## src/sv/crc_pkg.sv

```systemverilog
// ============================================================================
// crc_pkg
// Shared constants, types and helper functions for the crosswise
// repetition count test.
// ============================================================================
`default_nettype none

package crc_pkg;

    // Shape of the test bank.
    localparam int SHIFT_BYTES   = 5;
    localparam int TEST_COUNT    = 40;
    localparam int RUN_WIDTH     = 12;
    localparam int LITERAL_TESTS = 8;

    // Fixed field widths.
    localparam int SYM_W       = 8;
    localparam int CUT_W       = 12;
    localparam int MASK_W      = 40;
    localparam int LIT_CNT_W   = 4;
    localparam int CROSS_CNT_W = 6;
    localparam int DATA_W      = 32;
    localparam int ADDR_W      = 3;

    // Derived sizes.
    localparam int NUM_BYTES   = (TEST_COUNT + 7) / 8;
    localparam int CROSS_SUM_W = $clog2(TEST_COUNT + 1);
    localparam int CMP_W       = (RUN_WIDTH > CUT_W) ? RUN_WIDTH : CUT_W;

    localparam logic [RUN_WIDTH-1:0] RUN_MAX  = {RUN_WIDTH{1'b1}};
    localparam logic [RUN_WIDTH-1:0] RUN_ONE  = RUN_WIDTH'(1);
    localparam logic [CUT_W-1:0]     CUTOFF_RESET = CUT_W'(32);

    // Register map, indexed by paddr[2].
    typedef enum logic [0:0] {
        REG_BASE_CUTOFF  = 1'b0,
        REG_CROSS_CUTOFF = 1'b1
    } reg_idx_t;

    typedef logic [TEST_COUNT-1:0] pattern_t;

    // Front to back hand-off.
    typedef struct packed {
        logic     valid;
        pattern_t pattern;
    } mid_t;

    // One finished result.
    typedef struct packed {
        logic                   pass;
        logic [MASK_W-1:0]      fail_mask;
        logic [LIT_CNT_W-1:0]   literal_fail_count;
        logic [CROSS_CNT_W-1:0] cross_fail_count;
        logic [LIT_CNT_W-1:0]   max_literal_failures;
        logic [CROSS_CNT_W-1:0] max_cross_failures;
    } result_t;

    // Byte 0 is the symbol, byte k is symbol XOR rotate-left(symbol, k).
    // Bits beyond the expansion read as zero.
    function automatic pattern_t expand(input logic [SYM_W-1:0] sym);
        pattern_t p;
        int       k;
        int       b;
        p = '0;
        for (int j = 0; j < TEST_COUNT; j++)
        begin
            k = j >> 3;
            b = j & 7;
            if (k == 0)
            begin
                p[j] = sym[b];
            end
            else if (k < SHIFT_BYTES && k < 8)
            begin
                p[j] = sym[b] ^ sym[(b - k) & 7];
            end
        end
        return p;
    endfunction

    function automatic logic [3:0] popcount8(input logic [7:0] v);
        logic [3:0] c;
        c = '0;
        for (int i = 0; i < 8; i++)
        begin
            c = c + 4'(v[i]);
        end
        return c;
    endfunction

endpackage : crc_pkg

`default_nettype wire

```

## src/sv/crc_back.sv

```systemverilog
// ============================================================================
// crc_back
// Run length counters and the two result stages: the first updates the
// runs and forms the fail vector, the second counts failures and tracks
// the peaks.
// ============================================================================
`default_nettype none

module crc_back
    import crc_pkg::*;
(
    input  wire logic             clk,
    input  wire logic             rst_n,
    input  wire logic [CUT_W-1:0] base_cutoff,
    input  wire logic [CUT_W-1:0] cross_cutoff,
    input  wire mid_t             mid,
    output logic                  mid_pop,
    input  wire logic             res_full,
    output logic                  res_push,
    output result_t               res
);

    logic [RUN_WIDTH-1:0]   run_reg  [TEST_COUNT];
    logic [RUN_WIDTH-1:0]   run_next [TEST_COUNT];
    pattern_t               last_reg;
    logic                   seen_first_reg;
    pattern_t               fail_next;
    pattern_t               fail_reg;
    logic                   b_valid_reg;
    logic                   b_valid_next;
    logic [CROSS_SUM_W-1:0] peak_cross_reg;
    logic [CROSS_SUM_W-1:0] peak_cross_next;
    logic [LIT_CNT_W-1:0]   peak_lit_reg;
    logic [LIT_CNT_W-1:0]   peak_lit_next;
    logic                   a_take;
    logic                   b_adv;
    pattern_t               diff;
    logic [RUN_WIDTH-1:0]   run_inc;
    logic [CUT_W-1:0]       cut;
    logic [8*NUM_BYTES-1:0] fail_pad;
    logic [LIT_CNT_W-1:0]   lit_cnt;
    logic [CROSS_SUM_W-1:0] cross_cnt;

    assign b_adv    = b_valid_reg && !res_full;
    assign a_take   = mid.valid && (!b_valid_reg || b_adv);
    assign mid_pop  = a_take;
    assign res_push = b_adv;

    // Stage A: run update and fail vector.
    always_comb
    begin
        diff      = mid.pattern ^ last_reg;
        fail_next = '0;
        run_inc   = '0;
        cut       = '0;
        for (int j = 0; j < TEST_COUNT; j++)
        begin
            cut     = (j < LITERAL_TESTS) ? base_cutoff : cross_cutoff;
            run_inc = (run_reg[j] == RUN_MAX) ? run_reg[j] : run_reg[j] + RUN_ONE;
            if (!seen_first_reg || diff[j])
            begin
                run_next[j] = RUN_ONE;
            end
            else
            begin
                run_next[j]  = run_inc;
                fail_next[j] = (CMP_W'(run_inc) >= CMP_W'(cut));
            end
        end
    end

    // Stage B: failure counts and peaks.
    always_comb
    begin
        fail_pad  = (8*NUM_BYTES)'(fail_reg);
        lit_cnt   = popcount8(fail_pad[7:0]);
        cross_cnt = '0;
        for (int k = 1; k < NUM_BYTES; k++)
        begin
            cross_cnt = cross_cnt + CROSS_SUM_W'(popcount8(fail_pad[8*k +: 8]));
        end
        peak_lit_next   = (lit_cnt > peak_lit_reg) ? lit_cnt : peak_lit_reg;
        peak_cross_next = (cross_cnt > peak_cross_reg) ? cross_cnt : peak_cross_reg;
        b_valid_next    = a_take ? 1'b1 : (b_adv ? 1'b0 : b_valid_reg);

        res.pass      = (fail_reg == '0);
        res.fail_mask = '0;
        for (int j = 0; j < MASK_W; j++)
        begin
            if (j < TEST_COUNT)
            begin
                res.fail_mask[j] = fail_pad[j];
            end
        end
        res.literal_fail_count   = lit_cnt;
        res.cross_fail_count     = CROSS_CNT_W'(cross_cnt);
        res.max_literal_failures = peak_lit_next;
        res.max_cross_failures   = CROSS_CNT_W'(peak_cross_next);
    end

    always_ff @(posedge clk or negedge rst_n)
    begin
        if (!rst_n)
        begin
            for (int j = 0; j < TEST_COUNT; j++)
            begin
                run_reg[j] <= RUN_ONE;
            end
            last_reg       <= '0;
            seen_first_reg <= 1'b0;
            b_valid_reg    <= 1'b0;
            peak_lit_reg   <= '0;
            peak_cross_reg <= '0;
        end
        else
        begin
            b_valid_reg <= b_valid_next;
            if (a_take)
            begin
                for (int j = 0; j < TEST_COUNT; j++)
                begin
                    run_reg[j] <= run_next[j];
                end
                last_reg       <= mid.pattern;
                seen_first_reg <= 1'b1;
            end
            if (b_adv)
            begin
                peak_lit_reg   <= peak_lit_next;
                peak_cross_reg <= peak_cross_next;
            end
        end
    end

    always_ff @(posedge clk)
    begin
        if (a_take)
        begin
            fail_reg <= fail_next;
        end
    end

endmodule : crc_back

`default_nettype wire

```

## config.mk

```make
export PLATFORM = sky130hd
export DESIGN_NAME = crc_back
export DESIGN_NICKNAME = d
export VERILOG_FILES = /design/src/sv/crc_pkg.sv /design/src/sv/crc_back.sv
export SDC_FILE = /design/constraint.sdc
export NUM_CORES = 2
export LEC_CHECK = 0
export ABC_AREA = 0
export BUFFER_PORTS_ARGS = -buffer_cell sky130_fd_sc_hd__clkbuf_2
export CORE_UTILIZATION = 66
export CTS_CLUSTER_DIAMETER = 200
export DETAILED_ROUTE_END_ITERATION = 10
export PLACE_DENSITY = 0.84
export SLEW_MARGIN = 20
export SYNTH_ARGS = -nofsm -noshare
export SYNTH_HDL_FRONTEND = slang
export SYNTH_SLANG_ARGS = --single-unit
```

## constraint.sdc

```tcl
create_clock -name clk -period 17.1 [get_ports clk]
set_clock_uncertainty 0.1 [all_clocks]
set_input_delay 1.71 -clock clk [delete_from_list [all_inputs] [get_ports clk]]
set_output_delay 1.71 -clock clk [all_outputs]
set_load 0.02 [all_outputs]
```

==> summary.txt <==
STA
  – RSZ-0062 raised after global routing: no
  – Worst slew margin: 13.3%
  – Post-route worst setup slack: between 8 and 9 ns
  – Setup tns final: 0 ns
  – Period utilisation layout: between 50 and 60%
  – Final hold viol count: 0
  – Worst slew pin tran: 1.29 ns
  – Slew Viols, Final: 0
  – # setup viols final: 0
  – Fin crit period: 8.86 ns
  – Fmax: 113 MHz

Floorplan
  – Starting Density: 67.1%
  – Die width: 270 µm
  – Row count: just under 100
  – Core Region: 70500 µm²
  – Die Ht: 270 µm
  – Top Ports: 131
  – Die ar.: between 70000 and 80000 µm²

Power
  – Leak: roughly 23 nW
  – Worst VDD drop: between 0.0003 and 0.0004 V
  – Power per cell area: between 100 and 150 nW/µm²

Critical path
  – Crit Path Class: flop to output pin
  – Critical path launch point: fail_pad[8]
  – FF-to-FF path depth: 21
  – Crit. End Element: output pin
  – CP Max Fanout: 11
  – Worst EP arrival: 7.05 ns
  – Reg2reg start: fail_pad[8]
  – Crit start category: flop
  – Required @ worst endpoint: ~15 ns

Hold path
  – Min-delay worst type: flop to flop
  – Hold Crit Start: last_reg[15]
  – Hold Crit Depth: 2

Synthesis
  – Synthesized Nets: around 6300
  – Synthesized-area fraction occupied by adder cells: 15.5%
  – Unique cell type count in the Yosys netlist: 82
  – Synth Instances: between 5000 and 6000
  – Post-Synth XOR/XNOR Area: 5.92%
  – Largest family of logic cells by synthesized area: compound AO/OA/AOI/OAI gates
  – Mux contribution to synthesized area: 1.55%
  – Post-synth EDFFs: 40
  – Seq/Total Area, Yosys: a little under a third
  – Ys async rst share: between 90% and 100%
  – Synthesis-stage register bit count: 572
  – Cell Area, Synth: 47300 µm²
  – Dominant synthesized flop cell: dfrtp_1
  – Synth Area in Compound Gates: 21.9%
  – Mapped Avg Cell Area: between 8 and 9 µm²
  – Synth warnings: 0
  – Simple-Gate Fraction of Synth Area: between 20% and 30%

Global route
  – Initial antenna violation count: 4
  – Pin count of the biggest net entering global routing: just over 80
  – Global-route wire length before repair: between 200000 and 250000 µm
  – Number of global-route vias before repair: around 41000
  – Total GRT Usage: 34.7%
  – Global route total overflow: 0

Place
  – Port Buffers: between 100 and 150
  – GPL Wtd Cong: ~0.91
  – Dpl cell area: 48300 µm²
  – Place WS: 8.92 ns
  – DP HPWL: roughly 85000 µm

Cells and area
  – Filler instances: 5415
  – Commonest non-fill, non-tap cell in the layout: nand2_1
  – Area growth syn-to-layout: 6.95%
  – Net count reported at finish: 6229
  – Layout cells sized above 1: 7.56%
  – Fin area: a little over 50000 µm²
  – Commonest cells after routing, fill and taps aside: 774 x nand2_1, 542 x ha_1, 513 x a21oi_1
  – Max reg flops: 480

Clocking
  – Clock transition at the registers of the reported paths: 0.06 ns
  – Hold_buf cts: 0
  – H-tree Lvls: 3
  – CTS sink count: 572
  – Num CTS Buffers: 69
  – CTS tree: done
  – Max Buffers Root-to-Sink: 3
  – CTS Root Cell: clkbuf_16
  – Post-CTS Setup Inserts: 0
  – Post-CTS sizing: 0
  – Clk_lat worst skew: 0.62 ns

Drt
  – Final ANT Viol Nets: 0
  – Total wire length: 128000 µm
  – Via count: 43649
  – DR vias/cell: 6.63
  – WL/cell: 19.5 µm
  – TritonRoute pass-1 iters: 8
  – # DRC: 0
  – DR iter-0 viols: 4146

Outcome
  – Status: finished clean

Run
  – Max Cap Viol: 0
-- cell type report --
class	count	area, µm²	share of cell area [%]
timing repair buffer	165	923	1.82
sequential	572	14600	28.8
antenna	1	2.50	0.00494
inverter	178	676	1.33
clock buffer	109	2110	4.17
clock inverter	17	235	0.465
multi-input combinational	4605	30900	61.1
tap	940	1180	2.32
-- logic make-up after synthesis --
group	count (synthesis)
and+or+nand+nor	2014
AOI/OAI and AO/OA	1635
DFF	572
adders and majority gates	570
buffers and inverters	444
xor gates and xnor gates	320
muxes	66
-- power by group --
group,switching [mW],internal [mW],total [mW]
logic,1.13,0.847,1.98
clock network,0.612,0.924,1.54
registers,0.226,1.56,1.79
-- worst paths after layout --
kind                                     end  slack, ns
max                                   res[5]       8.24
min                             last_reg[15]       0.39
max reg2reg                peak_cross_reg[5]      10.30
min reg2reg                     last_reg[15]       0.39
max in group asynchronous     seen_first_reg      13.67
min in group asynchronous       run_reg[355]       0.96
-- per-layer routing --
metal  vias to the layer above  global-route usage (%)  wire (µm)
met2                      1710                    55.4      58100
met3                       295                    6.20      10700
li1                      20680                       -          -
met5                         -                       0         11
met1                     20962                    47.0      54900
met4                         2                    12.8       4590
-- cell usage after synthesis, types with 59 or more instances --
cell type	count	area, µm²
buf_2	106	531
nor3_1	78	390
a22o_1	60	526
a41oi_1	61	534
o31ai_1	96	721
nand3_1	236	1180
o21a_1	65	488
clkbuf_1	138	518
a21oi_1	513	2570
and3_1	128	801
xnor2_1	268	2350
nor2_1	346	1300
inv_1	178	668
and2_1	59	369
a21o_1	71	533
nand2_1	774	2910
ha_1	542	6780
dfrtp_1	492	12300
o21ai_0	390	1950
nand4_1	129	807
a31oi_1	65	407
-- critical path, stage by stage, from the launching register on --
cell and delay [ns]:
edfxtp_1 0.35, inv_1 0.08, fa_1 0.54, inv_1 0.06
fa_1 0.53, fa_1 0.44, fa_1 0.49, fa_1 0.51
inv_1 0.05, fa_1 0.48, inv_1 0.04, ha_1 0.20
fa_1 0.41, a21o_1 0.20, a21oi_1 0.17, xnor2_1 0.28
ha_1 0.36, a21oi_1 0.16, a21boi_0 0.11, o32a_1 0.48
mux2_2 0.33, clkbuf_2 0.15
-- stage by stage --
stage	total power, mW	cells	util, %	hold WS [ns]
after floorplan	3.24	5621	-	0.362
after global placement	3.64	6460	68.4	0.378
after detailed placement	3.74	6460	68.4	0.383
after CTS	5.30	6586	71.8	0.397
after global routing	5.64	6587	71.8	0.413
final	5.30	6587	71.8	0.393
(Power assumes the default switching activity.)
